[config.mk]
export PLATFORM = sky130hd
export DESIGN_NAME = tmqg_corner_flat
export DESIGN_NICKNAME = d
export VERILOG_FILES = /design/src/rtl/tmqg_pkg.sv /design/src/rtl/tmqg_if.sv /design/src/rtl/tmqg_corner.sv /design/src/flat_wrapper.sv
export SDC_FILE = /design/constraint.sdc
export NUM_CORES = 1
export LEC_CHECK = 0
export BUFFER_PORTS_ARGS = -buffer_cell sky130_fd_sc_hd__buf_4
export CAP_MARGIN = 30
export CORE_MARGIN = 4
export CORE_UTILIZATION = 60
export CTS_BUF_LIST = sky130_fd_sc_hd__clkbuf_8
export DETAILED_ROUTE_END_ITERATION = 10
export GPL_TIMING_DRIVEN = 0
export PLACE_DENSITY = 0.85
export SLEW_MARGIN = 25
export SYNTH_ARGS = -nofsm -noshare
export SYNTH_HDL_FRONTEND = slang
export SYNTH_SLANG_ARGS = --single-unit
[constraint.sdc]
create_clock -name clk_i -period 19.13 [get_ports clk_i]
set_clock_uncertainty 0.1 [all_clocks]
set_input_delay 4.7825 -clock clk_i [delete_from_list [all_inputs] [get_ports clk_i]]
set_output_delay 4.7825 -clock clk_i [all_outputs]
set_load 0.005 [all_outputs]
[src/rtl/tmqg_pkg.sv]
package tmqg_pkg;

  localparam int NUM_TILESETS_DEF = 4;

  // Pipelined divider: dividend width and quotient bits per stage
  localparam int DIV_WIDTH = 30;
  localparam int DIV_STEP  = 2;

  localparam logic [31:0] GID_HFLIP = 32'h8000_0000;
  localparam logic [31:0] GID_VFLIP = 32'h4000_0000;
  localparam logic [31:0] GID_DFLIP = 32'h2000_0000;
  localparam logic [31:0] GID_MASK  = 32'h1fff_ffff;

  localparam logic [1:0] CORNER_TL = 2'd0;
  localparam logic [1:0] CORNER_TR = 2'd1;
  localparam logic [1:0] CORNER_BR = 2'd2;
  localparam logic [1:0] CORNER_BL = 2'd3;

  typedef enum logic [2:0] {
    CFG_MAP_COLUMNS   = 3'd0,
    CFG_CELL_WIDTH    = 3'd1,
    CFG_CELL_HEIGHT   = 3'd2,
    CFG_LAYER_SHIFT_X = 3'd3,
    CFG_LAYER_SHIFT_Y = 3'd4,
    CFG_TILESET_COUNT = 3'd5
  } cfg_idx_e;

  // One finished quad, handed to the corner sequencer
  typedef struct packed {
    logic               hflip;
    logic               vflip;
    logic               dflip;
    logic [1:0]         slot;
    logic [9:0]         col;
    logic [15:0]        row;
    logic signed [19:0] bu;
    logic signed [42:0] bv;
    logic [7:0]         tw;
    logic [7:0]         th;
    logic [19:0]        px;
    logic [19:0]        py;
  } quad_t;

  // Which unflipped corner feeds output corner k
  function automatic logic [1:0] src_corner(input logic [1:0] k, input logic hf,
                                            input logic vf, input logic df);
    logic [3:0][1:0] m;
    logic [1:0]      t;
    m = {CORNER_BL, CORNER_BR, CORNER_TR, CORNER_TL};
    if (df) begin
      t = m[1]; m[1] = m[3]; m[3] = t;
    end
    if (hf) begin
      t = m[0]; m[0] = m[1]; m[1] = t;
      t = m[3]; m[3] = m[2]; m[2] = t;
    end
    if (vf) begin
      t = m[0]; m[0] = m[3]; m[3] = t;
      t = m[1]; m[1] = m[2]; m[2] = t;
    end
    return m[k];
  endfunction

  function automatic logic [17:0] sat18(input logic signed [42:0] v);
    logic [17:0] r;
    if (v < 0) begin
      r = '0;
    end else if (v > 43'sd262143) begin
      r = '1;
    end else begin
      r = v[17:0];
    end
    return r;
  endfunction

endpackage

[src/rtl/tmqg_if.sv]


interface tmqg_out_if;
  logic               valid;
  logic               ready;
  logic [1:0]         corner;
  logic signed [19:0] pos_x;
  logic signed [19:0] pos_y;
  logic [17:0]        tex_u;
  logic [17:0]        tex_v;
  logic [1:0]         tileset_slot;
  logic [9:0]         cell_col;
  logic [15:0]        cell_row;
  logic               last;

  modport source (output valid, corner, pos_x, pos_y, tex_u, tex_v, tileset_slot, cell_col,
                  cell_row, last, input ready);
  modport sink (input valid, corner, pos_x, pos_y, tex_u, tex_v, tileset_slot, cell_col,
                cell_row, last, output ready);
endinterface

[src/rtl/tmqg_corner.sv]
module tmqg_corner import tmqg_pkg::*; (
  input  logic  clk_i,
  input  logic  rst_ni,
  input  logic  item_valid_i,
  input  quad_t item_i,
  output logic  item_ready_o,
  tmqg_out_if.source out_o
);

  quad_t       item_q;
  logic        item_v_q;
  logic [1:0]  k_q;
  logic        ov_q;
  logic        load_out;
  logic        take_item;
  logic [1:0]  m;
  logic signed [42:0] bu_ext;
  logic signed [42:0] u_val;
  logic signed [42:0] v_val;
  logic [19:0] px_val;
  logic [19:0] py_val;

  logic [1:0]         corner_q;
  logic [19:0]        pos_x_q;
  logic [19:0]        pos_y_q;
  logic [17:0]        tex_u_q;
  logic [17:0]        tex_v_q;
  logic [1:0]         slot_q;
  logic [9:0]         col_q;
  logic [15:0]        row_q;

  assign load_out     = item_v_q && (!ov_q || out_o.ready);
  assign take_item    = !item_v_q || (load_out && (k_q == CORNER_BL));
  assign item_ready_o = take_item;

  always_comb begin
    m      = src_corner(k_q, item_q.hflip, item_q.vflip, item_q.dflip);
    bu_ext = 43'(item_q.bu);
    u_val  = bu_ext + (((m == CORNER_TR) || (m == CORNER_BR)) ? 43'(item_q.tw) : 43'd0);
    v_val  = item_q.bv + (((m == CORNER_BR) || (m == CORNER_BL)) ? 43'(item_q.th) : 43'd0);
    px_val = item_q.px + (((k_q == CORNER_TR) || (k_q == CORNER_BR)) ? 20'(item_q.tw) : 20'd0);
    py_val = item_q.py + (((k_q == CORNER_BR) || (k_q == CORNER_BL)) ? 20'(item_q.th) : 20'd0);
  end

  always_ff @(posedge clk_i or negedge rst_ni) begin
    if (!rst_ni) begin
      item_v_q <= 1'b0;
      k_q      <= CORNER_TL;
      ov_q     <= 1'b0;
    end else begin
      if (take_item) begin
        item_v_q <= item_valid_i;
      end
      if (load_out) begin
        k_q  <= (k_q == CORNER_BL) ? CORNER_TL : k_q + 2'd1;
        ov_q <= 1'b1;
      end else if (out_o.ready) begin
        ov_q <= 1'b0;
      end
    end
  end

  always_ff @(posedge clk_i) begin
    if (take_item) begin
      item_q <= item_i;
    end
    if (load_out) begin
      corner_q <= k_q;
      pos_x_q  <= px_val;
      pos_y_q  <= py_val;
      tex_u_q  <= sat18(u_val);
      tex_v_q  <= sat18(v_val);
      slot_q   <= item_q.slot;
      col_q    <= item_q.col;
      row_q    <= item_q.row;
    end
  end

  assign out_o.valid        = ov_q;
  assign out_o.corner       = corner_q;
  assign out_o.pos_x        = $signed(pos_x_q);
  assign out_o.pos_y        = $signed(pos_y_q);
  assign out_o.tex_u        = tex_u_q;
  assign out_o.tex_v        = tex_v_q;
  assign out_o.tileset_slot = slot_q;
  assign out_o.cell_col     = col_q;
  assign out_o.cell_row     = row_q;
  assign out_o.last         = (corner_q == CORNER_BL);

  a_next_corner: assert property (@(posedge clk_i) disable iff (!rst_ni)
    out_o.valid && out_o.ready && (out_o.corner != CORNER_BL) |=>
      out_o.valid && (out_o.corner == $past(out_o.corner) + 2'd1))
    else $error("quad corners out of sequence");

  a_last_tag: assert property (@(posedge clk_i) disable iff (!rst_ni)
    out_o.valid |-> (out_o.last == (out_o.corner == CORNER_BL)))
    else $error("last flag off the fourth corner");

  a_mid_quad_full: assert property (@(posedge clk_i) disable iff (!rst_ni)
    item_v_q && (k_q != CORNER_TL) |-> ov_q)
    else $error("output register empty in mid quad");

endmodule

[src/flat_wrapper.sv]
// flat-port wrapper written by rule: the top's interface ports become plain ports
module tmqg_corner_flat import tmqg_pkg::*;
  (clk_i, rst_ni, item_valid_i, item_i, item_ready_o, out_o_valid, out_o_corner, out_o_pos_x, out_o_pos_y, out_o_tex_u, out_o_tex_v, out_o_tileset_slot, out_o_cell_col, out_o_cell_row, out_o_last, out_o_ready);
  tmqg_out_if out_o_i ();
  input  logic clk_i;
  input  logic rst_ni;
  input  logic item_valid_i;
  input  quad_t item_i;
  output logic item_ready_o;
  output wire logic [$bits(out_o_i.valid)-1:0] out_o_valid;
  output wire logic [$bits(out_o_i.corner)-1:0] out_o_corner;
  output wire logic [$bits(out_o_i.pos_x)-1:0] out_o_pos_x;
  output wire logic [$bits(out_o_i.pos_y)-1:0] out_o_pos_y;
  output wire logic [$bits(out_o_i.tex_u)-1:0] out_o_tex_u;
  output wire logic [$bits(out_o_i.tex_v)-1:0] out_o_tex_v;
  output wire logic [$bits(out_o_i.tileset_slot)-1:0] out_o_tileset_slot;
  output wire logic [$bits(out_o_i.cell_col)-1:0] out_o_cell_col;
  output wire logic [$bits(out_o_i.cell_row)-1:0] out_o_cell_row;
  output wire logic [$bits(out_o_i.last)-1:0] out_o_last;
  input wire logic [$bits(out_o_i.ready)-1:0] out_o_ready;
  assign out_o_valid = out_o_i.valid;
  assign out_o_corner = out_o_i.corner;
  assign out_o_pos_x = out_o_i.pos_x;
  assign out_o_pos_y = out_o_i.pos_y;
  assign out_o_tex_u = out_o_i.tex_u;
  assign out_o_tex_v = out_o_i.tex_v;
  assign out_o_tileset_slot = out_o_i.tileset_slot;
  assign out_o_cell_col = out_o_i.cell_col;
  assign out_o_cell_row = out_o_i.cell_row;
  assign out_o_last = out_o_i.last;
  assign out_o_i.ready = out_o_ready;
  tmqg_corner u_core (.clk_i(clk_i), .rst_ni(rst_ni), .item_valid_i(item_valid_i), .item_i(item_i), .item_ready_o(item_ready_o), .out_o(out_o_i));
endmodule
[Word-level counts from Yosys, hierarchy flattened]
Index checks and enable logic that the tools add are counted.
Operators by class
  eq/ne operators: 7
  add/subtract/negate cells: 5
  $lt $le $gt $ge: 5
  reductions and logical operators: 11
  muxes and demuxes: 15
Operators by type and width (number)
  $add A43 B43 Y43: 2
  $gt A43 B19 Y1 const B: 2
  $lt A43 B1 Y1 const B: 2
  $mux W8: 6
  $add A20 B20 Y20: 2
  $mux W18: 2
  $eq A2 B2 Y1 const B: 5
  $mux W2: 4
  $logic_or A1 B1 Y1: 6
  $bmux W2 S2: 1
  $eq A2 B1 Y1 const B: 2
  $lt A2 B3 Y1 const B: 1
  $add A2 B1 Y2 const B: 1
  $logic_and A1 B1 Y1: 2
  $logic_not A1 Y1: 2
  $mux W1: 2
  $reduce_bool A2 Y1: 1
Storage, ports and cells
  bits of input ports: 154
  word-level logic and storage cells: 66
  output and inout bits: 109
  bits in registers: 260

[Depth between registers and ports, before layout]
  word-level depth: 11
  depth in mapped cells: 17
  mapped depth without buffers: 15

[Least setup slack after synthesis]
No wires, ideal clock.
  kind: in2out
  start: input port out_o_ready
  end: output port item_ready_o
  setup slack: 6.090 ns
  buffers on the path: 0
  data required time: 14.247 ns
  stages on the path: 3
  arrival: 8.157 ns
  path through: nand2b_1 -> nand2_1 -> nand2_1
Between the ends
  longest elaborated chain between the ends: 4
Ends and longest elaborated chain
  start: declaration: RTL line flat_wrapper.sv:20  | input wire logic [$bits(out_o_i.ready)-1:0] out_o_ready;
  $logic_or A1 B1 Y1: RTL line tmqg_corner.sv:32  | assign load_out = item_v_q && (!ov_q || out_o.ready);
  $logic_and A1 B1 Y1: RTL line tmqg_corner.sv:32
  $logic_and A1 B1 Y1: RTL line tmqg_corner.sv:33  | assign take_item = !item_v_q || (load_out && (k_q == CORNER_BL));
  $logic_or A1 B1 Y1: RTL line tmqg_corner.sv:33
  end: declaration: RTL line flat_wrapper.sv:9  | output logic item_ready_o;
Every way passes these cells.

[Worst setup path after layout]
Same ends and word-level chain as after synthesis.

==> results.tsv <==
metric	value	unit
Hold Vio Cnt, Final	0	
initial antenna violation count	0	
Placed Area	13850	sq um
CTS sink cnt	260	
core footprint	18770	sq um
WP data arrival	5.98	ns
commonest non-fill, non-tap cell in the layout	buf_4	
clock slew at reported path FFs	0.06	ns
Pleak	5.730	nW
Post-Synthesis Cell Area	11470	sq um
Hold Buf Count CTS	0	
Die Wd	146.3	microns
Initial Util	0.6111	
Post-DRT Antenna Nets	0	
Fillers	1154	
proportion of layout cells with a drive suffix above 1	0.3125	
Final Wtd Congestion	0.8633	
gr busiest metal	met2	
Reg area	7787	sq um
Iteration-0 DRC Markers	565	
area leader, netlist	edfxtp_1	
crit-path max FO	52	
fin. max-slew vios	0	
Post-CTS Setup Bufs	0	
status	completed	
final total power	0.002196	W
CP endpoint kind	primary output	
Routed wire per std cell	18.31	microns
Clock Tree Buf Depth	3	
Max Cap Violations	0	
Slew Limit Headroom	0.3767	
Avg Cell Area, Syn	14.48	sq um
GRT Total Usage	0.2319	
Antenna diodes	0	
Yosys warnings	0	
period utilization	0.5678	
M2 GR Usage	0.3966	
CTS tree	yes	
peak supply drop	147.3	uV
die area	21390	sq um
Die Y	146.3	microns
first-pass GRT wire length	39.59	mm
Synth Net Count	986	
Setup TNS	0	ns
DR vias/cell	5.581	
Nets	1297	
synthesis-stage register bit count	260	
synthesis-to-finish area growth	28.29	%
Period minus WS final	10.86	ns
# IOs	263	
DRC	0	
Synth top area share	0.6702	
fin area	14710	sq um
DP HPWL	18.71	mm
Non-Filler Instances	1370	
max frequency	92.07	MHz
CTS-repair resized insts	0	
multi-input logic area	3498	sq um
Hold Crit Class	register to register	
GR met3 Demand/Resource	0.06580	
EDFF count, synth	256	
H-tree depth	2	
vias after detailed routing	7646	
Synth area leaders	edfxtp_1 67%, ha_1 3.9%, xnor2_1 3.2%	
placed instance count	1292	
post-synthesis instance total	792	
CP required	14.25	ns
vias in the first global route	7625	
Setup Viol. Count Final	0	
met1 usage	0.2897	
Post-synth top flop	edfxtp_1	
worst slew pin tran	0.9326	ns
Cell variety after synth	65	
PD cells	149.2	nW/um^2
Clk Latency, worst-skew pair	0.55	ns
RSZ-0062 raised after global routing	false	
clock buffer count from CTS	43	
# port buffers	262	
largest net degree at the start of global routing	67	
CP Class	primary input to primary output	
# rows	50	
most frequent cells in the layout	263 x buf_4, 256 x edfxtp_1, 45 x nor2_1, 43 x clkbuf_8, 42 x xnor2_1	
ys async rst share	0.01538	
Root Buffer	clkbuf_8	
Routed WL	25.09	mm
number of iterations in the first detailed-routing pass	5	
total global routing overflow	0	
Worst Setup Start Kind	primary input	
register area share after synthesis	0.6790	
## final cells by class
cell class | instances | share of cell area
buffer | 15 | 0.005952
sequential | 260 | 0.5293
tap | 234 | 0.01990
timing repair buffer | 266 | 0.1406
clock buffer | 43 | 0.04022
multi-input combinational | 489 | 0.2378
clock inverter | 35 | 0.01879
inverter | 28 | 0.007483
## cells in the mapped netlist (5+ instances only)
master and n:
a211oi_1 12, a21o_1 7, a21oi_1 33, a31oi_1 19
and2_1 7, and3_1 14, and4_1 12, edfxtp_1 256
ha_1 36, inv_1 28, nand2_1 32, nand2b_1 6
nand3_1 28, nand4_1 14, nor2_1 45, nor2b_1 35
nor3_1 12, o2111ai_1 6, o211ai_1 5, o21a_1 5
o21ai_0 22, o22ai_1 9, xnor2_1 42, xor2_1 29
## worst max-delay path, cell delays in order
cell,delay (ns)
buf_4,0.08
nand2b_1,0.18
nand2_1,0.11
nand2_4,0.33
buf_16,0.29
buf_4,0.16
## through the flow
stage | util | setup WS, ns | hold WS, ns
after global placement | 0.7315 | 4.209 | 0.3001
after global routing | 0.7840 | 8.185 | 0.3259
final | 0.7840 | 8.269 | 0.3056
after detailed placement | 0.7377 | 8.286 | 0.3045
after floorplan | - | 6.090 | 0.3003
after CTS | 0.7840 | 8.277 | 0.3140
## report_power, final
group          switching [W]  total, W  internal, W  leakage (nW)
Combinational       0.000454  0.000803     0.000349          2.79
Clock               0.000220  0.000489     0.000269         0.479
Sequential         0.0000723  0.000903     0.000831          2.46
## flip-flops by register name, summed over array words and instances (netlist names)
register / cells
u_core.out_o.tex_u: 18
u_core.out_o.valid: 1
u_core.out_o.tileset_slot: 2
u_core.item_v_q: 1
u_core.k_q: 2
u_core.out_o.pos_x: 20
u_core.bu_ext: 20
u_core.out_o.tex_v: 18
u_core.item_q: 130
u_core.out_o.cell_col: 10
u_core.out_o.pos_y: 20
u_core.out_o.corner: 2
u_core.out_o.cell_row: 16
## worst paths after layout
| check | start | end | slack [ns] | depth (start not counted) |
|---|---|---|---|---|
| min in group asynchronous | rst_ni | u_core.k_q[0] | 3.93 | 1 |
| setup reg to reg | u_core.k_q[0] | u_core.out_o.tex_v[14] | 14.13 | 16 |
| hold reg to reg | u_core.item_q[140] | u_core.out_o.cell_col[5] | 0.31 | 0 |
| max in group asynchronous | rst_ni | u_core.out_o.valid | 14.89 | 1 |
| hold / removal | u_core.item_q[140] | u_core.out_o.cell_col[5] | 0.31 | 0 |
| setup / recovery | out_o_ready | item_ready_o | 8.27 | 6 |
## cells by family after synthesis
group,Yosys count,synth area share
flip-flops,260,0.6790
adder cells (fa/ha/maj),40,0.04625
multiplexers,8,0.007418
XOR/XNOR,71,0.05422
AND/OR/NAND/NOR,221,0.1047
buffers and inverters,43,0.01680
AO/OA/AOI/OAI,149,0.09163
## metal layers
metal  vias to the layer above  wire length [microns]
met5                         -                      0
li1                       3681                      -
met1                      3602                   9638
met2                       314                  12680
met3                        49                   2140
met4                         0                    626
(Power assumes the default switching activity.)
