[src/rtl/tmqg_pkg.sv]
package tmqg_pkg;

  localparam int NUM_TILESETS_DEF = 4;

  // Pipelined divider: dividend width and quotient bits per stage
  localparam int DIV_WIDTH = 30;
  localparam int DIV_STEP  = 2;

  localparam logic [31:0] GID_HFLIP = 32'h8000_0000;
  localparam logic [31:0] GID_VFLIP = 32'h4000_0000;
  localparam logic [31:0] GID_DFLIP = 32'h2000_0000;
  localparam logic [31:0] GID_MASK  = 32'h1fff_ffff;

  localparam logic [1:0] CORNER_TL = 2'd0;
  localparam logic [1:0] CORNER_TR = 2'd1;
  localparam logic [1:0] CORNER_BR = 2'd2;
  localparam logic [1:0] CORNER_BL = 2'd3;

  typedef enum logic [2:0] {
    CFG_MAP_COLUMNS   = 3'd0,
    CFG_CELL_WIDTH    = 3'd1,
    CFG_CELL_HEIGHT   = 3'd2,
    CFG_LAYER_SHIFT_X = 3'd3,
    CFG_LAYER_SHIFT_Y = 3'd4,
    CFG_TILESET_COUNT = 3'd5
  } cfg_idx_e;

  // One finished quad, handed to the corner sequencer
  typedef struct packed {
    logic               hflip;
    logic               vflip;
    logic               dflip;
    logic [1:0]         slot;
    logic [9:0]         col;
    logic [15:0]        row;
    logic signed [19:0] bu;
    logic signed [42:0] bv;
    logic [7:0]         tw;
    logic [7:0]         th;
    logic [19:0]        px;
    logic [19:0]        py;
  } quad_t;

  // Which unflipped corner feeds output corner k
  function automatic logic [1:0] src_corner(input logic [1:0] k, input logic hf,
                                            input logic vf, input logic df);
    logic [3:0][1:0] m;
    logic [1:0]      t;
    m = {CORNER_BL, CORNER_BR, CORNER_TR, CORNER_TL};
    if (df) begin
      t = m[1]; m[1] = m[3]; m[3] = t;
    end
    if (hf) begin
      t = m[0]; m[0] = m[1]; m[1] = t;
      t = m[3]; m[3] = m[2]; m[2] = t;
    end
    if (vf) begin
      t = m[0]; m[0] = m[3]; m[3] = t;
      t = m[1]; m[1] = m[2]; m[2] = t;
    end
    return m[k];
  endfunction

  function automatic logic [17:0] sat18(input logic signed [42:0] v);
    logic [17:0] r;
    if (v < 0) begin
      r = '0;
    end else if (v > 43'sd262143) begin
      r = '1;
    end else begin
      r = v[17:0];
    end
    return r;
  endfunction

endpackage

[src/rtl/tmqg_div.sv]
module tmqg_div import tmqg_pkg::*; #(
  parameter int Width = DIV_WIDTH,
  parameter int DenW  = 8
) (
  input  logic             clk_i,
  input  logic             en_i,
  input  logic [Width-1:0] num_i,
  input  logic [DenW-1:0]  den_i,
  output logic [Width-1:0] quo_o,
  output logic [DenW-1:0]  rem_o
);

  localparam int NumSt = Width / DIV_STEP;

  logic [DenW-1:0]  r_q [NumSt];
  logic [Width-1:0] n_q [NumSt];
  logic [DenW-1:0]  d_q [NumSt];
  logic [DenW-1:0]  r_d [NumSt];
  logic [Width-1:0] n_d [NumSt];

  // Restoring division, quotient bits shift in at the bottom of n
  always_comb begin
    logic [DenW-1:0]  rr;
    logic [Width-1:0] nn;
    logic [DenW-1:0]  dd;
    logic [DenW:0]    ext;
    logic             ge;
    for (int st = 0; st < NumSt; st++) begin
      if (st == 0) begin
        rr = '0;
        nn = num_i;
        dd = den_i;
      end else begin
        rr = r_q[st-1];
        nn = n_q[st-1];
        dd = d_q[st-1];
      end
      for (int b = 0; b < DIV_STEP; b++) begin
        ext = {rr, nn[Width-1]};
        ge  = (ext >= {1'b0, dd});
        nn  = {nn[Width-2:0], ge};
        rr  = ge ? DenW'(ext - {1'b0, dd}) : ext[DenW-1:0];
      end
      r_d[st] = rr;
      n_d[st] = nn;
    end
  end

  always_ff @(posedge clk_i) begin
    if (en_i) begin
      for (int st = 0; st < NumSt; st++) begin
        r_q[st] <= r_d[st];
        n_q[st] <= n_d[st];
        d_q[st] <= (st == 0) ? den_i : d_q[(st == 0) ? 0 : st-1];
      end
    end
  end

  assign quo_o = n_q[NumSt-1];
  assign rem_o = r_q[NumSt-1];

endmodule

[config.mk]
export PLATFORM = sky130hd
export DESIGN_NAME = tmqg_div
export DESIGN_NICKNAME = d
export VERILOG_FILES = /design/src/rtl/tmqg_pkg.sv /design/src/rtl/tmqg_div.sv
export SDC_FILE = /design/constraint.sdc
export NUM_CORES = 1
export LEC_CHECK = 0
export ABC_CLOCK_PERIOD_IN_PS = 4550
export BUFFER_PORTS_ARGS = -buffer_cell sky130_fd_sc_hd__buf_2
export CAP_MARGIN = 20
export CORE_MARGIN = 2
export CORE_UTILIZATION = 45
export DETAILED_ROUTE_END_ITERATION = 10
export GPL_TIMING_DRIVEN = 0
export MAX_ROUTING_LAYER = met4
export PLACE_DENSITY = 0.72
export SLEW_MARGIN = 20
export SYNTH_ARGS = -nofsm -noshare
export SYNTH_HDL_FRONTEND = slang
export SYNTH_SLANG_ARGS = --single-unit
[constraint.sdc]
create_clock -name clk_i -period 4.55 [get_ports clk_i]
set_input_delay 0.6825 -clock clk_i [delete_from_list [all_inputs] [get_ports clk_i]]
set_output_delay 0.6825 -clock clk_i [all_outputs]
set_load 0.02 [all_outputs]
# == Word level (Yosys, flattened, before mapping) ==
# Memory sizes are Yosys's and may differ from the RTL's.
# Cells that the tools add are included.
# classes
addsub,30
multipliers,0
div_mod_pow,0
order_cmp,30
eq_ne,0
n_shift,0
muxes,32
bitwise,0
reduce_logical,0
# op_table
operator,n
>= comparator 9 x 8 -> 1 bit,29
two-way mux 8 bit,30
subtractor 8 bit,29
>= comparator 1 x 8 -> 1 bit,1
subtractor 1 x 8 -> 8 bit,1
two-way mux 1 bit,2
# totals
regBits,0
latchBits,0
ram_bits,690
rom_bits,0
input_bits,40
output_inout_bits,38
memories,3
# mem_list
name,words,width,rd,rd_ports_with_merged_regs,wr,line,source
n_q,15,30,15,0,15,tmqg_div.sv:16,logic [Width-1:0] n_q [NumSt];
d_q,15,8,14,0,15,tmqg_div.sv:17,logic [DenW-1:0] d_q [NumSt];
r_q,15,8,15,0,15,tmqg_div.sv:15,logic [DenW-1:0] r_q [NumSt];

# == Depth between registers and ports, before layout ==
# depth
ltp_word,4
depth_mapped,18

# == Least setup slack after synthesis ==
# Ideal clock, no wire load.
# synth_path
path_type,register -> register
startpoint,memory d_q[3][1] (netlist: d_q[0][25])
endpoint,"memory r_q[4][1] (netlist: r_q[0][33]), data pin"
arrival_time_ps,4136
required_time_ps,4288
slack_ps,152
stages_incl_launch_ff,18
path_buffers,1
period_less_slack_ps,4398
path_cell_list,edfxtp_1 -> inv_1 -> ha_1 -> nor2b_1 -> o31ai_2 -> a31oi_1 -> a2111oi_4 -> buf_2 -> nand2_1 -> o21ai_0 -> ha_1 -> nor2b_1 -> o31ai_1 -> a21oi_1 -> o31a_1 -> nor2_1 -> nand2_4 -> mux2_1
# synth_rtl
element,line
from (decl),tmqg_div.sv:17
to (decl),tmqg_div.sv:15

==> run summary <==
The flow ran to the end, and the final reports show no timing, DRC or antenna violations. The first global-routing pass estimated 95400 µm of wire. The clock network latency to the later pin of the worst-skew pair is 610 ps.

At the end of the flow, the number of nets in the layout was 2905. The area of the mapped netlist came out at 33500 µm². The area taken by multi-input logic gates came out at 11900 µm². The largest total area in the synthesized netlist belongs to sky130_fd_sc_hd__edfxtp_1. After filler insertion, the fill cell instance count of the layout stands at 6192.

The worst setup path is launched from a flop. Tracing the worst setup path back leads to its startpoint at d_q[0][38]$_DFFE_PP_. The residual DRC count came out at 0.

The number of max-slew violations in the final report came out at 0. The pre-antenna-repair detailed-routing pass consisted of 5 iterations. After clock tree synthesis, the clock-pin slew on the worst setup and hold paths is 60 ps.

The placement row count is 100. No sink is reached through more buffers than the 3 on the longest clock path. Global routing consumed, over all layers together, 15.5% of the routing resources. The area enclosed by the die boundary came out at 76600 µm². The number of global-route vias before repair is 19300. Per report_power, the combinational group accounts for 49.5% of the total. The upper clock frequency limit came out at 0.228 GHz. The proportion of netlist area held by the largest area contributor came out at 61.1%. The biggest cell delay along the critical path came out at 400 ps. The depth of the worst register-to-register path came out at 15. After detailed placement, the total cell area comes to 35300 µm². The post-cts hold buffer count came out at 0. Yosys attributes the largest share of cell area to sky130_fd_sc_hd__edfxtp_1 61%, sky130_fd_sc_hd__ha_1 8.7%, sky130_fd_sc_hd__mux2_2 3.3%, sky130_fd_sc_hd__inv_1 2.5%, sky130_fd_sc_hd__xnor2_1 2.0%. The count of pins on the block boundary is 78. The worst hold-check slack came out at 250 ps.

At the end of routability-driven placement, the weighted congestion stood at 0.897. The min-delay analysis places its worst path in the category input pin to flop. The minimum clock period after layout came out at 4390 ps. The final cell area excluding filler cells is 38200 µm². Cell internal power was estimated by the tool at 19900 µW. The most used flip-flop cell after synthesis is sky130_fd_sc_hd__edfxtp_1. The reg-to-reg setup timing slack came out at 160 ps. The data required time at the worst endpoint came out at 4890 ps. Synthesis produced a netlist whose cell count is 2414. The number of antenna diodes in the final layout is 0. The cell type group with the largest total delay on the critical path is compound AO/OA/AOI/OAI gates.

The most critical setup path has its endpoint at r_q[0][43]$_DFFE_PP_. The vertical die dimension came out at 277 µm. The total nets after synthesis is 2717.

The initial antenna violation count came to 0. The max capacitance violation total came out at 0. Compared with the post-synthesis result, the final layout area differs by 14.2%. The detailed-route wire length came out at 57800 µm. The endpoint identified for the worst register-to-register timing path is r_q[0][43]$_DFFE_PP_. Traced cell by cell, the critical path runs through inv_1, ha_1, a21oi_1, o21ai_0, nor3_1, a31o_2, mux2_2, ha_1, o21a_1, o31a_1, o21ai_0, a21oi_1, and2_1, nor2_4, mux2_2. TritonCTS built the clock tree. In the final layout, the share of cells above drive strength 1 is 17.9%. The largest net degree at the start of global routing is 108. The area inside the core boundary came out at 74100 µm². The clock tree synthesis step divided the H-tree into 3 levels. The initial standard-cell utilization of the core came out at 45.2%. The slew at the pin with the worst max-slew slack is 694 ps.

The number of nets with antenna violations after detailed routing came out at 0. The number of buffers added by the clock tree synthesis step is 77. The share of power burned in registers is 30.5%. The post-synthesis register bit count is 682. The sequential cell area came out at 20500 µm². The detailed router's first-iteration violation count came out at 1117. The maximum clock skew at final layout is 16.5 ps. Averaged over all synthesized cells, the footprint is 13.9 µm². In this run, synthesis inferred 682 flip-flops with an integrated enable.

After detailed routing, the number of vias per cell comes to 5.23. The path length in cells of the critical path came out at 15. The maximum vdd drop came out at 352 µV.

The clock power share is 20.0%. The worst setup path is of the flop to flop kind. Sequential cells were found to cover 61.1% of the synthesized design area. Counting both buffers and inverters, the worst setup path holds a total of 1. Headroom to the max-slew limit came out at 53.7%. The via count came out at 19000. Buffers placed on the I/O ports in this run total 77. The detailed placement HPWL is 41200 µm. The static leakage power came out at 0.0148 µW. The clock net in this run drives a total of 682 sinks.

The analysis attributes to net switching a power of 10600 µW. The count of final setup violators came out at 0. The number of hold violations in the final report was 0. Dividing the final minimum period by the clock period gives 96.5%.

The power density of the placed cells came out at 798 nW/µm². Net switching is 34.7% of the power. The total global routing overflow is 0. The width of the die came out at 277 µm. For this design, the slowest cell found on the critical path is sky130_fd_sc_hd__edfxtp_1. The data arrival time of the critical path is 4730 ps. In this run the critical register-to-register path is launched from d_q[0][38]$_DFFE_PP_.

STA classifies the critical path endpoint as a flop. The netlist uses 85 different library cells. The async set or reset register ratio after synthesis is 0%. The final routed wire length divided by cell count is 15.9 µm. The highest fanout seen on the critical path came out at 10.

The tree is rooted in a sky130_fd_sc_hd__clkbuf_16. For this run, the number of Yosys warnings is 0.
[flip-flops by register name, summed over array words and instances (netlist names)]
name / cells
r_q: 120
n_q: 450
d_q: 112
[what timing repair did]
action,4_1_cts,5_1_grt
setup buffers,2,25
pin swaps,2,14
resized for setup,21,48
cloned,0,0
setup endpoints to repair,49,91
[metal layers]
layer  up-vias  wire (µm)  track usage (%)
li1       9424          -                -
met1      9152      25000             18.7
met2       307      29300             26.5
met3       117       1910             2.74
met4         0       1570             4.89
met5         -          0                -
[cell usage after synthesis, types with 4 or more instances]
cell	instances
sky130_fd_sc_hd__o2111ai_1	5
sky130_fd_sc_hd__nand2b_1	22
sky130_fd_sc_hd__a21oi_1	113
sky130_fd_sc_hd__a311oi_1	4
sky130_fd_sc_hd__a31o_2	5
sky130_fd_sc_hd__nand4_1	33
sky130_fd_sc_hd__o21ai_0	116
sky130_fd_sc_hd__a21boi_0	17
sky130_fd_sc_hd__mux2_4	18
sky130_fd_sc_hd__o31ai_1	22
sky130_fd_sc_hd__nor2b_1	50
sky130_fd_sc_hd__or2_2	11
sky130_fd_sc_hd__xnor2_1	76
sky130_fd_sc_hd__edfxtp_1	682
sky130_fd_sc_hd__o21bai_1	33
sky130_fd_sc_hd__o211ai_1	9
sky130_fd_sc_hd__clkbuf_1	4
sky130_fd_sc_hd__mux2i_1	24
sky130_fd_sc_hd__nor2_1	99
sky130_fd_sc_hd__and3_1	4
sky130_fd_sc_hd__o22ai_1	4
sky130_fd_sc_hd__or3_1	6
sky130_fd_sc_hd__or4_1	5
sky130_fd_sc_hd__nand2_1	101
sky130_fd_sc_hd__a211oi_1	26
sky130_fd_sc_hd__a211o_1	5
sky130_fd_sc_hd__a31oi_1	9
sky130_fd_sc_hd__ha_1	234
sky130_fd_sc_hd__o31a_1	19
sky130_fd_sc_hd__o21a_1	47
sky130_fd_sc_hd__fa_1	29
sky130_fd_sc_hd__mux2_2	97
sky130_fd_sc_hd__buf_4	43
sky130_fd_sc_hd__xor2_1	33
sky130_fd_sc_hd__buf_2	7
sky130_fd_sc_hd__buf_6	4
sky130_fd_sc_hd__nand3_1	12
sky130_fd_sc_hd__nor4_1	5
sky130_fd_sc_hd__and2_1	10
sky130_fd_sc_hd__a21o_1	49
sky130_fd_sc_hd__nor3_1	32
sky130_fd_sc_hd__inv_1	222
sky130_fd_sc_hd__mux2_1	4
[power groups by stage]
stage / registers (µW) / logic [µW] / clock network [µW]
3_5_place_dp: 9430 / 14400 / 0
3_3_place_gp: 9530 / 14000 / 0
6_report: 9300 / 15100 / 6100
5_1_grt: 9410 / 16800 / 6550
2_1_floorplan: 9220 / 11700 / 0
4_1_cts: 9320 / 14700 / 6300
[kinds of logic after synthesis]
| group | synth area share [%] |
|---|---|
| and+or+nand+nor | 6.22 |
| buffers and inverters | 3.76 |
| muxes | 4.92 |
| AOI/OAI and AO/OA | 10.6 |
| DFF | 61.1 |
| adders and majority gates | 10.5 |
| xor gates and xnor gates | 2.85 |
[stage by stage]
stage | power [µW] | setup TNS (ps) | util (%) | instances | worst slack, ps
6_report | 30500 | 0 | 51.6 | 3630 | 161
5_1_grt | 32700 | -340 | 51.6 | 3630 | -44.9
4_1_cts | 30300 | 0 | 51.2 | 3606 | 4.41
3_5_place_dp | 23800 | -11750 | 47.6 | 3467 | -818
3_3_place_gp | 23600 | -4965500 | 47.4 | 3460 | -7370
2_1_floorplan | 20900 | 0 | - | 2414 | 152
[layout by cell type (no fill, tap or decap), types with 11 or more instances in the layout]
master	count
sky130_fd_sc_hd__a211oi_1	26
sky130_fd_sc_hd__a21boi_0	16
sky130_fd_sc_hd__a21o_1	49
sky130_fd_sc_hd__a21oi_1	111
sky130_fd_sc_hd__buf_2	79
sky130_fd_sc_hd__buf_4	72
sky130_fd_sc_hd__clkbuf_16	81
sky130_fd_sc_hd__clkinv_1	15
sky130_fd_sc_hd__clkinv_2	12
sky130_fd_sc_hd__edfxtp_1	682
sky130_fd_sc_hd__fa_1	29
sky130_fd_sc_hd__ha_1	232
sky130_fd_sc_hd__inv_1	215
sky130_fd_sc_hd__mux2_2	97
sky130_fd_sc_hd__mux2_4	18
sky130_fd_sc_hd__mux2i_1	22
sky130_fd_sc_hd__nand2_1	101
sky130_fd_sc_hd__nand2b_1	22
sky130_fd_sc_hd__nand3_1	12
sky130_fd_sc_hd__nand4_1	33
sky130_fd_sc_hd__nor2_1	98
sky130_fd_sc_hd__nor2b_1	50
sky130_fd_sc_hd__nor3_1	31
sky130_fd_sc_hd__o21a_1	46
sky130_fd_sc_hd__o21ai_0	102
sky130_fd_sc_hd__o21bai_1	33
sky130_fd_sc_hd__o31a_1	19
sky130_fd_sc_hd__o31ai_1	16
sky130_fd_sc_hd__or2_2	11
sky130_fd_sc_hd__xnor2_1	76
sky130_fd_sc_hd__xor2_1	33
[final cells by class]
cell class / instances / share of cell area, %
Buffer: 57 / 1.13
Clock buffer: 87 / 5.36
Clock inverter: 51 / 1.25
Inverter: 223 / 2.19
Multi-Input combinational cell: 1450 / 31.2
Sequential cell: 682 / 53.6
Tap cell: 969 / 3.17
Timing Repair Buffer: 111 / 2.13
[worst register-to-register path, cell delays in order (launching register included)]
cell                       delay, ps
sky130_fd_sc_hd__edfxtp_1        400
sky130_fd_sc_hd__inv_1           160
sky130_fd_sc_hd__ha_1            310
sky130_fd_sc_hd__a21oi_1         290
sky130_fd_sc_hd__o21ai_0         200
sky130_fd_sc_hd__nor3_1          210
sky130_fd_sc_hd__a31o_2          320
sky130_fd_sc_hd__mux2_2          400
sky130_fd_sc_hd__ha_1            360
sky130_fd_sc_hd__o21a_1          190
sky130_fd_sc_hd__o31a_1          110
sky130_fd_sc_hd__o21ai_0         230
sky130_fd_sc_hd__a21oi_1         130
sky130_fd_sc_hd__and2_1          210
sky130_fd_sc_hd__nor2_4          240
sky130_fd_sc_hd__mux2_2          380
[how the worst min path moves through the flow]
stage / cells past startpoint / end / startpoint
floorplan: 0 / n_q[0][100]$_DFFE_PP_ / n_q[0][68]$_DFFE_PP_
global placement: 0 / n_q[0][64]$_DFFE_PP_ / n_q[0][32]$_DFFE_PP_
detailed placement: 0 / n_q[0][102]$_DFFE_PP_ / n_q[0][70]$_DFFE_PP_
CTS: 1 / n_q[0][12]$_DFFE_PP_ / num_i[10]
global route: 1 / n_q[0][11]$_DFFE_PP_ / num_i[9]
finish: 1 / n_q[0][12]$_DFFE_PP_ / num_i[10]
No activity file was read; power rests on OpenSTA's default activity.
